### config.mk
export PLATFORM = sky130hd
export DESIGN_NAME = integer_to_ascii_formatter_top
export DESIGN_NICKNAME = d
export VERILOG_FILES = /design/src/rtl/iaf_pkg.sv /design/src/rtl/iaf_front.sv /design/src/rtl/iaf_fifo.sv /design/src/rtl/iaf_back.sv /design/src/rtl/integer_to_ascii_formatter_top.sv
export SDC_FILE = /design/constraint.sdc
export NUM_CORES = 1
export LEC_CHECK = 0
export BUFFER_PORTS_ARGS = -buffer_cell sky130_fd_sc_hd__buf_2
export CAP_MARGIN = 25
export CORE_MARGIN = 4
export CORE_UTILIZATION = 30
export CTS_BUF_LIST = sky130_fd_sc_hd__clkbuf_2
export CTS_CLUSTER_SIZE = 14
export DETAILED_ROUTE_END_ITERATION = 6
export PLACE_DENSITY = 0.57
export SETUP_SLACK_MARGIN = 0.4
export SLEW_MARGIN = 25
export SYNTH_ARGS = -nofsm -noshare
export SYNTH_HDL_FRONTEND = slang
export SYNTH_SLANG_ARGS = --single-unit
### constraint.sdc
create_clock -name clk_i -period 19.8 [get_ports clk_i]
set_input_delay 2.97 -clock clk_i [delete_from_list [all_inputs] [get_ports clk_i]]
set_output_delay 2.97 -clock clk_i [all_outputs]
set_load 0.02 [all_outputs]
### src/rtl/iaf_pkg.sv
`timescale 1ns / 1ps
// ----------------------------------------------------------------------------
// iaf_pkg: shared types and constants of the integer-to-ASCII formatter
// Holds the job control record, the back-end state type, character codes
// and the digit-to-character mapping.
// ----------------------------------------------------------------------------
package iaf_pkg;

  localparam int PAD_W    = 6;   // width of the minimum digit count
  localparam int RADIX_W  = 5;   // holds bases 2 to 16
  localparam int CHAR_W   = 7;
  localparam int DIGIT_W  = 4;
  localparam int STEP_BITS = 8;  // dividend bits retired per divider cycle

  localparam logic [CHAR_W-1:0] CH_ZERO  = 7'h30;  // '0'
  localparam logic [CHAR_W-1:0] CH_MINUS = 7'h2d;  // '-'
  localparam logic [CHAR_W-1:0] CH_B     = 7'h62;  // 'b'
  localparam logic [CHAR_W-1:0] CH_O     = 7'h6f;  // 'o'
  localparam logic [CHAR_W-1:0] CH_D     = 7'h64;  // 'd'
  localparam logic [CHAR_W-1:0] CH_X     = 7'h78;  // 'x'
  localparam logic [CHAR_W-1:0] CH_A     = 7'h61;  // 'a'
  localparam logic [CHAR_W-1:0] CH_NONE  = 7'h00;  // no prefix

  localparam logic [7:0] RADIX_MIN = 8'd2;
  localparam logic [7:0] RADIX_MAX = 8'd16;

  // Control part of one classified request
  typedef struct packed {
    logic               neg;
    logic [RADIX_W-1:0] radix;
    logic [CHAR_W-1:0]  pchar;
    logic [PAD_W-1:0]   min_digits;
  } job_ctl_t;

  typedef enum logic [2:0] {
    B_IDLE,
    B_DIV,
    B_LOAD,
    B_SIGN,
    B_PFX0,
    B_PFXC,
    B_PAD,
    B_DIGIT
  } back_state_e;

  function automatic logic [CHAR_W-1:0] digit_char(input logic [DIGIT_W-1:0] d);
    logic [CHAR_W-1:0] c;
    if (d < 4'd10) begin
      c = CH_ZERO + CHAR_W'(d);
    end else begin
      c = CH_A + CHAR_W'(d - 4'd10);
    end
    return c;
  endfunction

endpackage

### src/rtl/iaf_front.sv
`timescale 1ns / 1ps
// ----------------------------------------------------------------------------
// iaf_front: request classifier
// Checks the base, splits the value into sign and magnitude, picks the
// prefix letter and saturates the padding count, then pushes the job.
// ----------------------------------------------------------------------------
module iaf_front #(
  parameter int VALUE_BITS = 32,
  parameter int MAX_PAD    = 60
) (
  input  logic                      start,
  input  logic                      full_i,
  input  logic [VALUE_BITS-1:0]     value_i,
  input  logic [7:0]                radix_i,
  input  logic                      show_prefix_i,
  input  logic [iaf_pkg::PAD_W-1:0] min_digits_i,
  output logic                      push_o,
  output logic [VALUE_BITS-1:0]     mag_o,
  output iaf_pkg::job_ctl_t         ctl_o
);

  logic radix_ok;
  logic neg;

  assign radix_ok = (radix_i >= iaf_pkg::RADIX_MIN) && (radix_i <= iaf_pkg::RADIX_MAX);
  assign neg      = value_i[VALUE_BITS-1];

  // Drop requests with a bad base: accepted, but nothing is queued
  assign push_o = start && !full_i && radix_ok;
  assign mag_o  = neg ? (~value_i + VALUE_BITS'(1)) : value_i;

  always_comb begin
    ctl_o.neg   = neg;
    ctl_o.radix = radix_i[iaf_pkg::RADIX_W-1:0];
    ctl_o.pchar = iaf_pkg::CH_NONE;
    if (show_prefix_i) begin
      case (radix_i)
        8'd2:    ctl_o.pchar = iaf_pkg::CH_B;
        8'd8:    ctl_o.pchar = iaf_pkg::CH_O;
        8'd10:   ctl_o.pchar = iaf_pkg::CH_D;
        8'd16:   ctl_o.pchar = iaf_pkg::CH_X;
        default: ctl_o.pchar = iaf_pkg::CH_NONE;
      endcase
    end
    ctl_o.min_digits = (min_digits_i > iaf_pkg::PAD_W'(MAX_PAD)) ?
                       iaf_pkg::PAD_W'(MAX_PAD) : min_digits_i;
  end

endmodule

### src/rtl/iaf_fifo.sv
`timescale 1ns / 1ps
// ----------------------------------------------------------------------------
// iaf_fifo: two-entry job queue
// Decouples the classifier from the converter so each can stall on its own.
// ----------------------------------------------------------------------------
module iaf_fifo #(
  parameter int WIDTH = 8
) (
  input  logic             clk_i,
  input  logic             rst_ni,
  input  logic             push_i,
  input  logic [WIDTH-1:0] wdata_i,
  input  logic             pop_i,
  output logic [WIDTH-1:0] rdata_o,
  output logic             full_o,
  output logic             empty_o
);

  logic [WIDTH-1:0] mem_q [2];
  logic             wptr_q, wptr_d;
  logic             rptr_q, rptr_d;
  logic [1:0]       cnt_q, cnt_d;
  logic             do_push, do_pop;

  assign full_o  = (cnt_q == 2'd2);
  assign empty_o = (cnt_q == 2'd0);
  assign do_push = push_i && !full_o;
  assign do_pop  = pop_i && !empty_o;
  assign rdata_o = mem_q[rptr_q];

  always_comb begin
    wptr_d = do_push ? ~wptr_q : wptr_q;
    rptr_d = do_pop ? ~rptr_q : rptr_q;
    cnt_d  = cnt_q + 2'(do_push) - 2'(do_pop);
  end

  always_ff @(posedge clk_i or negedge rst_ni) begin
    if (!rst_ni) begin
      wptr_q <= 1'b0;
      rptr_q <= 1'b0;
      cnt_q  <= 2'd0;
    end else begin
      wptr_q <= wptr_d;
      rptr_q <= rptr_d;
      cnt_q  <= cnt_d;
    end
  end

  always_ff @(posedge clk_i) begin
    if (do_push) begin
      mem_q[wptr_q] <= wdata_i;
    end
  end

endmodule

### src/rtl/iaf_back.sv
`timescale 1ns / 1ps
// ----------------------------------------------------------------------------
// iaf_back: digit converter and character sequencer
// Divides the magnitude by the base eight bits a cycle, stores the digits,
// then emits sign, prefix, padding and digits one character a cycle.
// ----------------------------------------------------------------------------
module iaf_back #(
  parameter int VALUE_BITS = 32
) (
  input  logic                       clk_i,
  input  logic                       rst_ni,
  input  logic                       empty_i,
  input  logic [VALUE_BITS-1:0]      mag_i,
  input  iaf_pkg::job_ctl_t          ctl_i,
  output logic                       pop_o,
  output logic                       strobe_o,
  output logic [iaf_pkg::CHAR_W-1:0] character_o,
  output logic                       last_o
);

  localparam int STEP    = iaf_pkg::STEP_BITS;
  localparam int MAG_W   = ((VALUE_BITS + STEP - 1) / STEP) * STEP;
  localparam int CHUNKS  = MAG_W / STEP;
  localparam int CHUNK_W = (CHUNKS > 1) ? $clog2(CHUNKS) : 1;
  localparam int DEPTH   = VALUE_BITS;
  localparam int IDX_W   = $clog2(DEPTH);
  localparam int NDIG_W  = $clog2(DEPTH + 1);
  localparam int DW      = iaf_pkg::DIGIT_W;
  localparam int CW      = iaf_pkg::CHAR_W;
  localparam int PW      = iaf_pkg::PAD_W;

  iaf_pkg::back_state_e state_q, state_d;
  iaf_pkg::job_ctl_t    ctl_q;

  logic [MAG_W-1:0]   div_q, div_d;
  logic [DW-1:0]      rem_q, rem_d;
  logic [CHUNK_W-1:0] chunk_q;
  logic [NDIG_W-1:0]  ndig_q;
  logic [IDX_W-1:0]   didx_q;
  logic [PW-1:0]      pad_q, pad_calc;
  logic [DW-1:0]      dmem [DEPTH];
  logic [DW-1:0]      rd_q;
  logic [IDX_W-1:0]   rd_addr;
  logic               last_chunk;
  logic               quot_zero;
  logic               has_pfx;

  logic               strobe_d, last_d;
  logic [CW-1:0]      char_d;

  assign last_chunk = (chunk_q == CHUNK_W'(CHUNKS - 1));
  assign quot_zero  = (div_d == '0);
  assign has_pfx    = (ctl_q.pchar != iaf_pkg::CH_NONE);
  assign pad_calc   = ({1'b0, ctl_q.min_digits} > (PW + 1)'(ndig_q)) ?
                      PW'(ctl_q.min_digits - PW'(ndig_q)) : '0;

  // Restoring division, eight quotient bits a cycle; remainder stays below base
  always_comb begin
    logic [DW:0]      t;
    logic [DW-1:0]    r;
    logic [STEP-1:0]  qb;
    logic [STEP-1:0]  top;
    r   = rem_q;
    qb  = '0;
    top = div_q[MAG_W-1 -: STEP];
    for (int i = STEP - 1; i >= 0; i--) begin
      t = {r, top[i]};
      if (t >= (DW + 1)'(ctl_q.radix)) begin
        t     = t - (DW + 1)'(ctl_q.radix);
        qb[i] = 1'b1;
      end
      r = t[DW-1:0];
    end
    rem_d = r;
    div_d = (div_q << STEP) | MAG_W'(qb);
  end

  // Read one digit ahead of the character that shows it
  always_comb begin
    if (state_q == iaf_pkg::B_DIGIT) begin
      rd_addr = (didx_q == '0) ? '0 : didx_q - IDX_W'(1);
    end else begin
      rd_addr = (ndig_q == '0) ? '0 : IDX_W'(ndig_q - NDIG_W'(1));
    end
  end

  // Next state
  always_comb begin
    state_d = state_q;
    case (state_q)
      iaf_pkg::B_IDLE: begin
        if (!empty_i) state_d = iaf_pkg::B_DIV;
      end
      iaf_pkg::B_DIV: begin
        if (last_chunk && quot_zero) state_d = iaf_pkg::B_LOAD;
      end
      iaf_pkg::B_LOAD: begin
        if (ctl_q.neg)           state_d = iaf_pkg::B_SIGN;
        else if (has_pfx)        state_d = iaf_pkg::B_PFX0;
        else if (pad_calc != '0) state_d = iaf_pkg::B_PAD;
        else                     state_d = iaf_pkg::B_DIGIT;
      end
      iaf_pkg::B_SIGN: begin
        if (has_pfx)          state_d = iaf_pkg::B_PFX0;
        else if (pad_q != '0) state_d = iaf_pkg::B_PAD;
        else                  state_d = iaf_pkg::B_DIGIT;
      end
      iaf_pkg::B_PFX0: begin
        state_d = iaf_pkg::B_PFXC;
      end
      iaf_pkg::B_PFXC: begin
        state_d = (pad_q != '0) ? iaf_pkg::B_PAD : iaf_pkg::B_DIGIT;
      end
      iaf_pkg::B_PAD: begin
        if (pad_q == PW'(1)) state_d = iaf_pkg::B_DIGIT;
      end
      iaf_pkg::B_DIGIT: begin
        if (didx_q == '0) state_d = iaf_pkg::B_IDLE;
      end
      default: state_d = iaf_pkg::B_IDLE;
    endcase
  end

  // Outputs
  always_comb begin
    pop_o    = 1'b0;
    strobe_d = 1'b0;
    last_d   = 1'b0;
    char_d   = iaf_pkg::CH_ZERO;
    case (state_q)
      iaf_pkg::B_IDLE:  pop_o = !empty_i;
      iaf_pkg::B_SIGN: begin
        strobe_d = 1'b1;
        char_d   = iaf_pkg::CH_MINUS;
      end
      iaf_pkg::B_PFX0,
      iaf_pkg::B_PAD: begin
        strobe_d = 1'b1;
        char_d   = iaf_pkg::CH_ZERO;
      end
      iaf_pkg::B_PFXC: begin
        strobe_d = 1'b1;
        char_d   = ctl_q.pchar;
      end
      iaf_pkg::B_DIGIT: begin
        strobe_d = 1'b1;
        char_d   = iaf_pkg::digit_char(rd_q);
        last_d   = (didx_q == '0);
      end
      default: begin
        strobe_d = 1'b0;
      end
    endcase
  end

  always_ff @(posedge clk_i or negedge rst_ni) begin
    if (!rst_ni) begin
      state_q  <= iaf_pkg::B_IDLE;
      strobe_o <= 1'b0;
      ndig_q   <= '0;
      chunk_q  <= '0;
    end else begin
      state_q  <= state_d;
      strobe_o <= strobe_d;
      case (state_q)
        iaf_pkg::B_IDLE: begin
          ndig_q  <= '0;
          chunk_q <= '0;
        end
        iaf_pkg::B_DIV: begin
          if (last_chunk) begin
            chunk_q <= '0;
            ndig_q  <= ndig_q + NDIG_W'(1);
          end else begin
            chunk_q <= chunk_q + CHUNK_W'(1);
          end
        end
        default: begin
          chunk_q <= '0;
        end
      endcase
    end
  end

  // Datapath registers
  always_ff @(posedge clk_i) begin
    character_o <= char_d;
    last_o      <= last_d;
    rd_q        <= dmem[rd_addr];
    case (state_q)
      iaf_pkg::B_IDLE: begin
        ctl_q <= ctl_i;
        div_q <= MAG_W'(mag_i);
        rem_q <= '0;
      end
      iaf_pkg::B_DIV: begin
        if (last_chunk) begin
          dmem[ndig_q[IDX_W-1:0]] <= rem_d;
          rem_q <= '0;
        end else begin
          rem_q <= rem_d;
        end
        div_q <= div_d;
      end
      iaf_pkg::B_LOAD: begin
        pad_q  <= pad_calc;
        didx_q <= IDX_W'(ndig_q - NDIG_W'(1));
      end
      iaf_pkg::B_PAD: begin
        pad_q <= pad_q - PW'(1);
      end
      iaf_pkg::B_DIGIT: begin
        didx_q <= didx_q - IDX_W'(1);
      end
      default: begin
        pad_q <= pad_q;
      end
    endcase
  end

`ifndef NO_ASSERTIONS
  a_last_ends_job: assert property (@(posedge clk_i) disable iff (!rst_ni)
    (strobe_o && last_o) |-> (state_q == iaf_pkg::B_IDLE))
    else $error("last character not at end of job");
  a_digit_in_range: assert property (@(posedge clk_i) disable iff (!rst_ni)
    (state_q == iaf_pkg::B_DIGIT) |-> (NDIG_W'(didx_q) < ndig_q))
    else $error("digit index beyond stored digits");
  a_no_overflow: assert property (@(posedge clk_i) disable iff (!rst_ni)
    (state_q == iaf_pkg::B_DIV) |-> (ndig_q < NDIG_W'(DEPTH)))
    else $error("digit buffer overflow");
`endif

endmodule

### src/rtl/integer_to_ascii_formatter_top.sv
`timescale 1ns / 1ps
// ----------------------------------------------------------------------------
// integer_to_ascii_formatter_top: signed integer to ASCII text
// Flow: start pushes the job into the queue; the converter pops it, divides
//   out each digit in turn, then emits the text from a registered output.
// Throughput: one character per cycle while emitting; the converter takes a
//   new request from the queue only when the text of the last one is done.
// The receiver cannot stall: each character shows for one cycle with strobe_o.
// Reset clears the queue and sequencer; no memory clearing pass is needed.
// ----------------------------------------------------------------------------
module integer_to_ascii_formatter_top #(
  parameter int VALUE_BITS = 32,
  parameter int MAX_PAD    = 60
) (
  input  logic                       clk_i,
  input  logic                       rst_ni,
  input  logic                       start,
  output logic                       busy,
  input  logic [VALUE_BITS-1:0]      value_i,
  input  logic [7:0]                 radix_i,
  input  logic                       show_prefix_i,
  input  logic [iaf_pkg::PAD_W-1:0]  min_digits_i,
  output logic                       strobe_o,
  output logic [iaf_pkg::CHAR_W-1:0] character_o,
  output logic                       last_o
);

  localparam int JOB_W = VALUE_BITS + $bits(iaf_pkg::job_ctl_t);

  logic                  push;
  logic                  pop;
  logic                  full;
  logic                  empty;
  logic [VALUE_BITS-1:0] mag_in, mag_out;
  iaf_pkg::job_ctl_t     ctl_in, ctl_out;
  logic [JOB_W-1:0]      job_out;

  // Hold off new requests only while the job queue is full
  assign busy = full;

  // Classify the request; bad bases are accepted and dropped here
  iaf_front #(
    .VALUE_BITS (VALUE_BITS),
    .MAX_PAD    (MAX_PAD)
  ) u_front (
    .start         (start),
    .full_i        (full),
    .value_i       (value_i),
    .radix_i       (radix_i),
    .show_prefix_i (show_prefix_i),
    .min_digits_i  (min_digits_i),
    .push_o        (push),
    .mag_o         (mag_in),
    .ctl_o         (ctl_in)
  );

  // Queue classified jobs between front and back
  iaf_fifo #(
    .WIDTH (JOB_W)
  ) u_fifo (
    .clk_i   (clk_i),
    .rst_ni  (rst_ni),
    .push_i  (push),
    .wdata_i ({mag_in, ctl_in}),
    .pop_i   (pop),
    .rdata_o (job_out),
    .full_o  (full),
    .empty_o (empty)
  );

  assign mag_out = job_out[JOB_W-1 -: VALUE_BITS];
  assign ctl_out = job_out[$bits(iaf_pkg::job_ctl_t)-1:0];

  // Convert to digits and stream the characters out
  iaf_back #(
    .VALUE_BITS (VALUE_BITS)
  ) u_back (
    .clk_i       (clk_i),
    .rst_ni      (rst_ni),
    .empty_i     (empty),
    .mag_i       (mag_out),
    .ctl_i       (ctl_out),
    .pop_o       (pop),
    .strobe_o    (strobe_o),
    .character_o (character_o),
    .last_o      (last_o)
  );

endmodule

Word level (Yosys, flattened, before mapping)
Memories as Yosys holds them, arrays and structs flattened. A register that Yosys moved wholly into a read port is not among the register bits.
Index checks and enable logic that the tools add are counted.
- memories kept: 2
- output and inout port bits: 10
- memory bits (writable): 230
- flip-flop bits (word level): 90
- memory list (memory ; words ; bits a word ; read ports ; clocked after memory_dff ; wr ports ; line ; RTL):
    u_back.dmem ; 32 ; 4 ; 1 ; 1 ; 1 ; iaf_back.sv:41 ; logic [DW-1:0] dmem [DEPTH];
    u_fifo.mem_q ; 2 ; 51 ; 1 ; 0 ; 1 ; iaf_fifo.sv:19 ; logic [WIDTH-1:0] mem_q [2];
- magnitude comparators: 13
- reductions and logical operators: 22
- equal/unequal tests: 19
- bitwise logic cells: 4
- multiplexer cells: 52
- add/sub/neg operators: 20
- operators with widths (operator ; number):
    $pmux 32 s2 ; 1
    $ge 5x5->1 ; 8
    $mux 4 ; 9
    $add 32x1->32 const B ; 1
    $logic_not 32->1 ; 1
    $mux 32 ; 1
    $not 32->32 ; 1
    $or 32x8->32 ; 1
    $sub 4x4->4 ; 8
    $pmux 7 s4 ; 1
    $pmux 3 s8 ; 1
    $pmux 6 s2 ; 2
    $mux 3 ; 7
    $pmux 7 s3 ; 1
    $mux 6 ; 3
    $mux 1 ; 17
    $eq 8x4->1 const B ; 2
    $mux 5 ; 3
    $mux 7 ; 2
    $eq 3x3->1 const B ; 4
    $reduce_bool 6->1 ; 2
    $pmux 5 s2 ; 1
    $sub 5x1->5 const B ; 2
    $eq 8x2->1 const B ; 1
    other kinds (35) ; 50

Logic depth before layout (Yosys ltp)
Gate-level depths: netlist (run 1).
- depth in word-level cells: 21
- depth in mapped cells: 51

By module
A second synthesis (run 1) with hierarchy kept.
- cells, all modules: 1293
- area total of the unflattened synthesis: 16722.3 um2
- by module, submodules not included (module ; area an instance (um2) ; cells each ; instances ; sequential area each (um2)):
    iaf_back ; 11628.7 ; 984 ; 1 ; 6366.1
    iaf_fifo ; 4132.7 ; 177 ; 1 ; 3163.0
    iaf_front ; 960.9 ; 132 ; 1 ; 0.0

Worst setup path after synthesis (run 1)
OpenSTA, ideal clock, no wires.
- kind: register -> register
- start point: reg u_back.ctl_q[14] in the netlist's numbering
- end point: mem u_back.dmem[0][2] in the netlist's numbering (data pin)
- arrival: 10.918 ns
- slack: 8.505 ns
- path buffers: 1
- cell stages (with the launch flop): 44
- cells stage by stage: edfxtp_1 inv_1 ha_1 a31oi_1 o21ai_1 mux2_2 ha_1 a21o_1 a31oi_1 o21ai_0 mux2_2 ha_1 a21o_1 a31o_2 and2_1 a21oi_1 ha_1 a21oi_1 [... 8 more ...] a21o_1 ha_1 a21o_1 a31oi_1 o21ai_0 clkbuf_1 o21ai_0 ha_1 a21oi_1 o21ai_0 o311a_1 a31o_2 or2_2 ha_1 nand2_1 o31ai_1 inv_1 a21oi_1
- word-level cells in the longest chain between the ends: 16
- elaborated cells between the ends (all ways): 24
- classes of those cells: add/sub: 8; order compare: 8; mux: 8
- ends and longest elaborated chain (element ; line ; RTL):
    start: declaration ; iaf_back.sv:33 ; iaf_pkg::job_ctl_t ctl_q;
    start signal: assignment ; iaf_back.sv:192 ; ctl_q <= ctl_i;
    $sub 4x4->4 / $ge 5x5->1 (equally long branches) ; iaf_back.sv:69, iaf_back.sv:68 ;
    $mux 4 ; iaf_back.sv:68 ; if (t >= (DW + 1)'(ctl_q.radix)) begin
    $sub 4x4->4 / $ge 5x5->1 (equally long branches) ; iaf_back.sv:69, iaf_back.sv:68 ;
    $mux 4 ; iaf_back.sv:68 ;
    $sub 4x4->4 / $ge 5x5->1 (equally long branches) ; iaf_back.sv:69, iaf_back.sv:68 ;
    $mux 4 ; iaf_back.sv:68 ;
    $ge 5x5->1 / $sub 4x4->4 (equally long branches) ; iaf_back.sv:68, iaf_back.sv:69 ;
    $mux 4 ; iaf_back.sv:68 ;
    $sub 4x4->4 / $ge 5x5->1 (equally long branches) ; iaf_back.sv:69, iaf_back.sv:68 ;
    $mux 4 ; iaf_back.sv:68 ;
    $sub 4x4->4 / $ge 5x5->1 (equally long branches) ; iaf_back.sv:69, iaf_back.sv:68 ;
    $mux 4 ; iaf_back.sv:68 ;
    $ge 5x5->1 / $sub 4x4->4 (equally long branches) ; iaf_back.sv:68, iaf_back.sv:69 ;
    $mux 4 ; iaf_back.sv:68 ;
    $sub 4x4->4 / $ge 5x5->1 (equally long branches) ; iaf_back.sv:69, iaf_back.sv:68 ;
    $mux 4 * ; iaf_back.sv:68 ;
    named net u_back.rem_d[2] ; iaf_back.sv:36 ; logic [DW-1:0] rem_q, rem_d;
    end: declaration ; iaf_back.sv:41 ;
The timed path passes the listed nets; every way through them passes the cells marked *.

Final worst setup path (run 1)
- start point: reg u_back.ctl_q[14] in the netlist's numbering
- end point: reg u_back.rem_q[1] (data pin)
- word-level cells in the longest chain between the ends: 18
- elaborated cells between the ends (all ways): 26
- classes of those cells: add/sub: 8; order compare: 8; mux: 10
- ends and longest elaborated chain (element ; line ; RTL):
    $sub 4x4->4 / $ge 5x5->1 (equally long branches) ; iaf_back.sv:69, iaf_back.sv:68 ;
    $mux 4 ; iaf_back.sv:68 ;
    $sub 4x4->4 / $ge 5x5->1 (equally long branches) ; iaf_back.sv:69, iaf_back.sv:68 ;
    $mux 4 ; iaf_back.sv:68 ;
    $sub 4x4->4 / $ge 5x5->1 (equally long branches) ; iaf_back.sv:69, iaf_back.sv:68 ;
    $mux 4 ; iaf_back.sv:68 ;
    $ge 5x5->1 / $sub 4x4->4 (equally long branches) ; iaf_back.sv:68, iaf_back.sv:69 ;
    $mux 4 ; iaf_back.sv:68 ;
    [... 3 more ...] ; - ;
    $mux 4 ; iaf_back.sv:68 ;
    $ge 5x5->1 / $sub 4x4->4 (equally long branches) ; iaf_back.sv:68, iaf_back.sv:69 ;
    $mux 4 ; iaf_back.sv:68 ;
    $sub 4x4->4 / $ge 5x5->1 (equally long branches) ; iaf_back.sv:69, iaf_back.sv:68 ;
    $mux 4 * ; iaf_back.sv:68 ;
    named net u_back.rem_d[1] ; iaf_back.sv:36 ;
    $mux 4 * ; iaf_back.sv:197 ; if (last_chunk) begin
    $pmux 4 s2 * ; iaf_back.sv:190 ; case (state_q)
    end signal: assignment ; iaf_back.sv:201 ; rem_q <= rem_d;
    end: declaration ; iaf_back.sv:36 ;
Marks and branches as above.
A chain may end at the register's enable or synchronous reset.

==> results of run 1 <==
-- power breakdown --
group          internal [µW]  switching (µW)
combinational            140             208
clock                    179             271
sequential               774            20.2
total                   1090             499
-- cells by family (layout without fill, tap and decap cells) --
logic type                 after synthesis  after routing  synth area share (%)
other                                    0              3                     0
xor gates and xnor gates                71             71                  3.76
DFF                                    321            321                  56.4
buffers and inverters                  131            270                  3.16
and+or+nand+nor                        433            433                  14.2
muxes                                   67             67                  4.20
AOI/OAI and AO/OA                      297            297                  12.5
adders and majority gates               71             71                  5.71
-- worst paths after layout --
check                                   from           endpoint  cells past startpoint
min reg2reg                u_back.chunk_q[0]  u_back.chunk_q[0]                      1
max in group asynchronous             rst_ni      u_fifo.rptr_q                      1
max reg2reg                 u_back.ctl_q[14]    u_back.rem_q[1]                     45
min in group asynchronous             rst_ni   u_back.ndig_q[2]                      1
min                        u_back.chunk_q[0]  u_back.chunk_q[0]                      1
max                         u_back.ctl_q[14]    u_back.rem_q[1]                     45
-- critical path, delay by kind of cell (launching register included) --
| family | cells | cell delay (ns) |
|---|---|---|
| buffers and inverters | 2 | 0.63 |
| flip-flops | 1 | 0.67 |
| AO/OA/AOI/OAI | 27 | 6.90 |
| AND/OR/NAND/NOR | 6 | 1.05 |
| multiplexers | 2 | 1.18 |
| adder cells (fa/ha/maj) | 8 | 2.63 |
-- state kept, by name, summed over array words and instances, names as in the netlist, 3 cells and up --
signal,cells
u_back.didx_q,5
u_back.rd_q,4
u_back.state_q,3
u_back.dmem,128
u_back.ctl_q,18
u_back.ndig_q,6
u_fifo.mem_q,100
u_back.character_o,7
u_back.div_q,32
u_back.rem_q,4
u_back.pad_q,6
-- layout by cell type (no fill, tap or decap), types with 41 or more instances in the layout --
| cell type | count |
|---|---|
| xnor2_1 | 58 |
| nand2_1 | 101 |
| nor2_1 | 74 |
| nand3_1 | 51 |
| edfxtp_1 | 293 |
| inv_1 | 51 |
| mux2i_1 | 41 |
| clkbuf_2 | 122 |
| ha_1 | 62 |
| o21ai_0 | 78 |
| buf_2 | 59 |
-- stage by stage --
step / hold WS (ns) / instances / setup slack [ns] / utilization [%] / power (µW)
4_1_cts: 0.450 / 2278 / 6.02 / 33.6 / 1610
6_report: 0.447 / 2281 / 6.54 / 33.6 / 1590
2_1_floorplan: 0.415 / 1391 / 8.51 / - / 1060
5_1_grt: 0.484 / 2281 / 5.39 / 33.6 / 1690
3_3_place_gp: 0.428 / 2135 / 6.84 / 32.2 / 1150
3_5_place_dp: 0.437 / 2135 / 6.06 / 32.2 / 1160
-- synthesized netlist by cell type (12+ instances only) --
library cell / n
xor2_1: 12
mux2_2: 26
clkbuf_1: 55
ha_1: 62
a21o_1: 18
and3_1: 38
buf_2: 14
xnor2_1: 58
o32a_1: 16
a21boi_0: 13
nor3b_1: 22
nand4b_1: 18
dfrtp_1: 16
a21oi_1: 34
o22ai_1: 23
a32oi_1: 17
dfxtp_1: 12
inv_1: 51
nor2_1: 75
o21ai_0: 79
o221ai_1: 16
a222oi_1: 15
nand2_1: 102
nand3_1: 51
nor2b_1: 27
edfxtp_1: 293
mux2i_1: 41
nor3_1: 14
-- area by class of cell --
class / count / share of cell area [%]
sequential: 321 / 50.9
multi-input combinational: 939 / 36.7
tap: 748 / 5.05
clock buffer: 122 / 3.29
timing repair buffer: 75 / 2.24
inverter: 52 / 1.05
clock inverter: 21 / 0.709
antenna: 3 / 0.0405
-- per-layer routing --
layer / wire, µm / track usage [%] / vias to the layer above
met5: 0 / 0 / -
met4: 1120 / 5.33 / 0
met1: 17200 / 16.4 / 5642
li1: - / - / 5541
met2: 19000 / 21.6 / 308
met3: 2100 / 3.23 / 79
==> impl_results.md, run 1 <==
- Final setup viols: 0
- Via count: about 12,000
- Critical path class: register to register
- Arr. time, crit path: ~14 ns
- Largest stage delay, worst path: between 0.7 and 0.8 ns
- GP Congestion: 0.868
- CTS H-tree depth: 3
- Final wirelength: approximately 39,000 µm
- DRC: 0
- Vias in the first global route: about 12,000
- Synth area leader: edfxtp_1
- RSZ-0062 raised after global routing: no
- Post-CTS Repair Setup Buffers: 0
- Synth top area share: a little over half
- Synth warn: 0
- Final worst-path cycle share: 67.0%
- Placement Cell Area: around 18,000 µm²
- Multi-input logic area: a little under 7000 µm²
- Filler cells: approximately 5,500
- Worst skew pair latency: between 1 and 1.5 ns
- GRT Util Overall: between 10% and 20%
- # port buffers: 59
- Global-route wire length before repair: between 60,000 and 70,000 µm
- Largest net degree at the start of global routing: 66
- Final total negative setup slack: 0 ns
- Max Clk Rate: between 0.07 and 0.08 GHz
- Row count: 86
- Die X-Extent: 244 µm
- Max Buffers Root-to-Sink: 3
- FF+latch area: 9440 µm²
- Final Max Tran Viols: 0
- Average wire per standard cell: ~17 µm
- Required time of the critical path: 20.59 ns
- Die H: 244 µm
- Sequential fraction of the synthesis area: 56.4%
- Final hold viol count: 0
- Crit end category: register
- DRT antenna net count: 0
- Mapped Nets: 1,512
- Final net count: about 1,600
- CTS Buf Count: 82
- 1st-pass router iterations: 6
- Final Cell Area: ~19,000 µm²
- Avg Cell Area, Syn: around 12 µm²
- # Max-Cap Violations: 0
- Async S/R FF share, synth: about 5%
- Cells after Synth: roughly 1,400
- Die area: 59,600 µm²
- Worst clock skew: between 0.1 and 0.15 ns
- Max Fanout on Critical Path: 33
- Initial Util: 30.3%
- Leakage: between 0.006 and 0.007 µW
- Synth Register Bits: 321
- DR vias/cell: approximately 5.1
- Slew of the pin with the lowest slew margin: roughly 0.98 ns
- Slew HR: 34.7%
- Count of different cell masters after synthesis: 78
- CTS tree: yes
- GRT overflow: 0
- Tmin final: around 13 ns
- Layout cells sized above 1: 17.8%
- Power per cell area: between 80 and 90 nW/µm²
- Area Growth Syn to Fin: 10.8%
- Maximum VDD drop: ~0.053 mV
- Number of synthesized flops with an enable pin: approximately 290
- DPL Wire Length: roughly 26,000 µm
- R2R setup slack: around 6.5 ns
- Clock Pin Slew Worst Setup and Hold Paths: ~0.08 ns
- Drt initial violations: 705
- Hold crit path type: register to register
- # IOs: 60
- Dominant cells by area after synthesis: edfxtp_1 53%, ha_1 4.6%, xnor2_1 3.0%, mux2i_1 2.5%, dfrtp_1 2.4%
- Root Driver: clkbuf_2
- Core Footprint: 55,200 µm²
- Crit start category: register
- Status: complete, no violations
- Synthesized area: about 17,000 µm²
- Critical Path Most Common Cell: ha_1
- CP max stage cell: mux2_2
- Initial antenna violation count: 2
- Post-CTS Resized: 0
- Ys flop type: edfxtp_1
- Hold Buf Count CTS: 0
- CTS sink cnt: about 320
No activity file was read; power rests on OpenSTA's default activity.
==> inputs of run 2 (changes only) <==
==> constraint.sdc (replaced) <==
create_clock -name clk_i -period 12.7 [get_ports clk_i]
set_input_delay 1.905 -clock clk_i [delete_from_list [all_inputs] [get_ports clk_i]]
set_output_delay 1.905 -clock clk_i [all_outputs]
set_load 0.02 [all_outputs]
==> run 2 against run 1 <==
  * First-iteration DRC count rose by 15%
  * Count of clock-buffer cells in the layout fell by 2
  * Combinational power rose by 52%
  * Wire length rose by 0.78%
  * Setup slack got worse by 5.1 ns
  * Die area did not move
  * Critical path depth rose by 2
  * Total power rose by 58%
  * Clock skew rose by 0.0044 ns
  * Non-clock buffer count rose by 8
  * Sequential share of layout area fell by 0.36 points
  * Critical path type unchanged
  * Critical endpoint unchanged
  * Largest power group unchanged
==> impl_results.md, run 2 (synthesized netlist as in run 1, its figures left out) <==
- Pre-CTS setup slack: 0.830 ns (-5.22 ns)
- Commonest non-fill, non-tap cells in the layout: 293 x edfxtp_1, 120 x clkbuf_2, 102 x nand2_1, 77 x o21ai_0, 73 x nor2_1
- Final setup viols: 0 (unchanged)
- Hold Path Cell Cnt: 1 (unchanged)
- Arr. time, crit path: 12.06 ns (-1.99 ns)
- CP max stage cell: a2111oi_1
- CTS sink cnt: 321 (unchanged)
- # Max-Cap Violations: 0 (unchanged)
- Die area: 59,600 µm² (unchanged)
- Drt initial violations: 810 (+15%)
- Worst R2R End: u_back.rem_q[1]
- Worst hold endpoint: u_back.chunk_q[0]
- Final net count: 1,600 (+0.50%)
- Die H: 244 µm (unchanged)
- Largest net degree at the start of global routing: 66 (unchanged)
- Reg2reg start: u_back.ctl_q[15]
- Max Fanout on Critical Path: 33 (unchanged)
- Crit path from: u_back.ctl_q[15]
- Global-route wire length before repair: 62,900 µm (+0.67%)
- Final total negative setup slack: 0 ns (unchanged)
- GP Congestion: 0.833 (-4.1%)
- Vias in the first global route: 11,500 (-2.1%)
- Crit start category: register
- Final Max Tran Viols: 0 (unchanged)
- Dpl cells: 2,138 (+0.14%)
- Worst skew pair latency: 1.09 ns (+0.02 ns)
- Critical path class: register to register
- # IOs: 60 (unchanged)
- Hold path start: u_back.chunk_q[0]
- Critical Path Most Common Cell: ha_1
- RSZ-0062 raised after global routing: no
- Clock Pin Slew Worst Setup and Hold Paths: 0.11 ns (+0.03 ns)
- Area Growth Syn to Fin: 11.6%
- Root Driver: clkbuf_2
- GRT Util Overall: 13.2% (+0.18 points)
- Layout cells sized above 1: 18.2% (+0.35 points)
- Via count: 11,500 (-0.98%)
- Reg2reg path depth: 47 (+4.4%)
- Die X-Extent: 244 µm (unchanged)
- Final hold viol count: 0 (unchanged)
- Power per cell area: 135 nW/µm² (+57%)
- DR vias/cell: 5.01 (-1.3%)
- R2R setup slack: 1.42 ns (-5.12 ns)
- GRT overflow: 0 (unchanged)
- Final hold slack: 0.450 ns (+0.00296 ns)
- Final worst-path cycle share: 88.9% (+22 points)
- Final worst setup slack: 1.42 ns (-5.12 ns)
- DRC: 0 (unchanged)
- Hold crit path type: register to register
- Row count: 86 (unchanged)
- Slew HR: 36.5% (+1.8 points)
- Tmin final: 11.28 ns (-1.98 ns)
- # port buffers: 59 (unchanged)
- Max Buffers Root-to-Sink: 3 (unchanged)
- Worst clock skew: 0.135 ns (+0.00436 ns)
- Core Footprint: 55,200 µm² (unchanged)
- Commonest non-fill, non-tap cell in the layout: edfxtp_1
- DRT antenna net count: 0 (unchanged)
- Flip-flop count of the largest register after layout: 128 (unchanged)
- DPL Wire Length: 26,500 µm (+1.9%)
- Initial antenna violation count: 2 (unchanged)
- Slew of the pin with the lowest slew margin: 0.951 ns (-0.0275 ns)
- Initial Util: 30.3% (unchanged)
- Average wire per standard cell: 17.3 µm (+0.47%)
- Largest stage delay, worst path: 0.50 ns (-0.27 ns)
- CTS Buf Count: 82 (unchanged)
- CTS tree: yes
- Leakage: 0.00677 µW (+0.98%)
- 1st-pass router iterations: 6 (unchanged)
- Max Clk Rate: 0.0886 GHz (+18%)
- Final non-filler cell total: 2,288 (+0.31%)
- Crit end category: register
- Final wirelength: 39,600 µm (+0.78%)
- Maximum VDD drop: 0.0789 mV (+50%)
- CTS H-tree depth: 3 (unchanged)
- Status: complete, no violations
- Required time of the critical path: 13.47 ns (-7.12 ns)
- Filler cells: 5,567 (+1.1%)
[run 2: layer usage]
metal | GRT usage [%] | part of all wire (%) | vias up
met5 | 0 | 0.025 | -
met4 | 5.52 | 2.9 | 2
met3 | 3.10 | 5.4 | 84
met2 | 21.7 | 49 | 302
met1 | 16.9 | 43 | 5518
li1 | - | - | 5551
[run 2: where the power goes]
part / switching [µW] / total, µW / leakage (µW) / internal [µW]
Sequential: 39.8 / 1250 / 0.00296 / 1210
Combinational: 313 / 528 / 0.00323 / 215
Clock: 427 / 744 / 0.000585 / 317
[run 2: area by class of cell]
| type | count | area (µm²) | area share [%] |
|---|---|---|---|
| diodes | 1 | 2.50 | 0.0134 |
| clock buffers | 120 | 601 | 3.22 |
| clock inverters | 24 | 190 | 1.02 |
| inverters | 52 | 195 | 1.05 |
| multi-input cells | 939 | 6820 | 36.5 |
| flip-flops and latches | 321 | 9440 | 50.6 |
| well taps | 748 | 936 | 5.01 |
| repair buffers | 83 | 488 | 2.61 |
[run 2: worst max-delay path: cells and delay by family, from the launching register on]
family | cells | cell delay [ns]
compound gates | 26 | 5.45
fa+ha+maj | 8 | 2.30
simple gates | 8 | 1.48
mux | 2 | 0.80
buf+inv | 3 | 0.67
flops | 1 | 0.37
[run 2: worst max-delay path by stage]
stage / end / slack, ns / cells past startpoint
floorplan: u_back.dmem[0][2] / 1.41 / 43
global placement: u_back.rem_q[1] / 1.27 / 46
detailed placement: u_back.rem_q[1] / 0.83 / 46
CTS: u_back.rem_q[1] / 0.86 / 46
global route: u_back.dmem[19][3] / 0.44 / 48
finish: u_back.rem_q[1] / 1.42 / 47
[run 2: what timing repair did]
item	4_1_cts	5_1_grt
endpoints found under the setup margin	0	134
gates resized for setup	0	6
hold buffers	0	0
setup buffers	0	5
hold endpoints to repair	0	0
[run 2: per-stage QoR]
step	utilization, %	power [µW]	area (µm²)
after detailed placement	32.3	1800	17800
after floorplan	-	1650	16700
after global routing	33.8	2670	18700
after CTS	33.7	2560	18600
after global placement	32.3	1790	17800
final	33.8	2520	18700
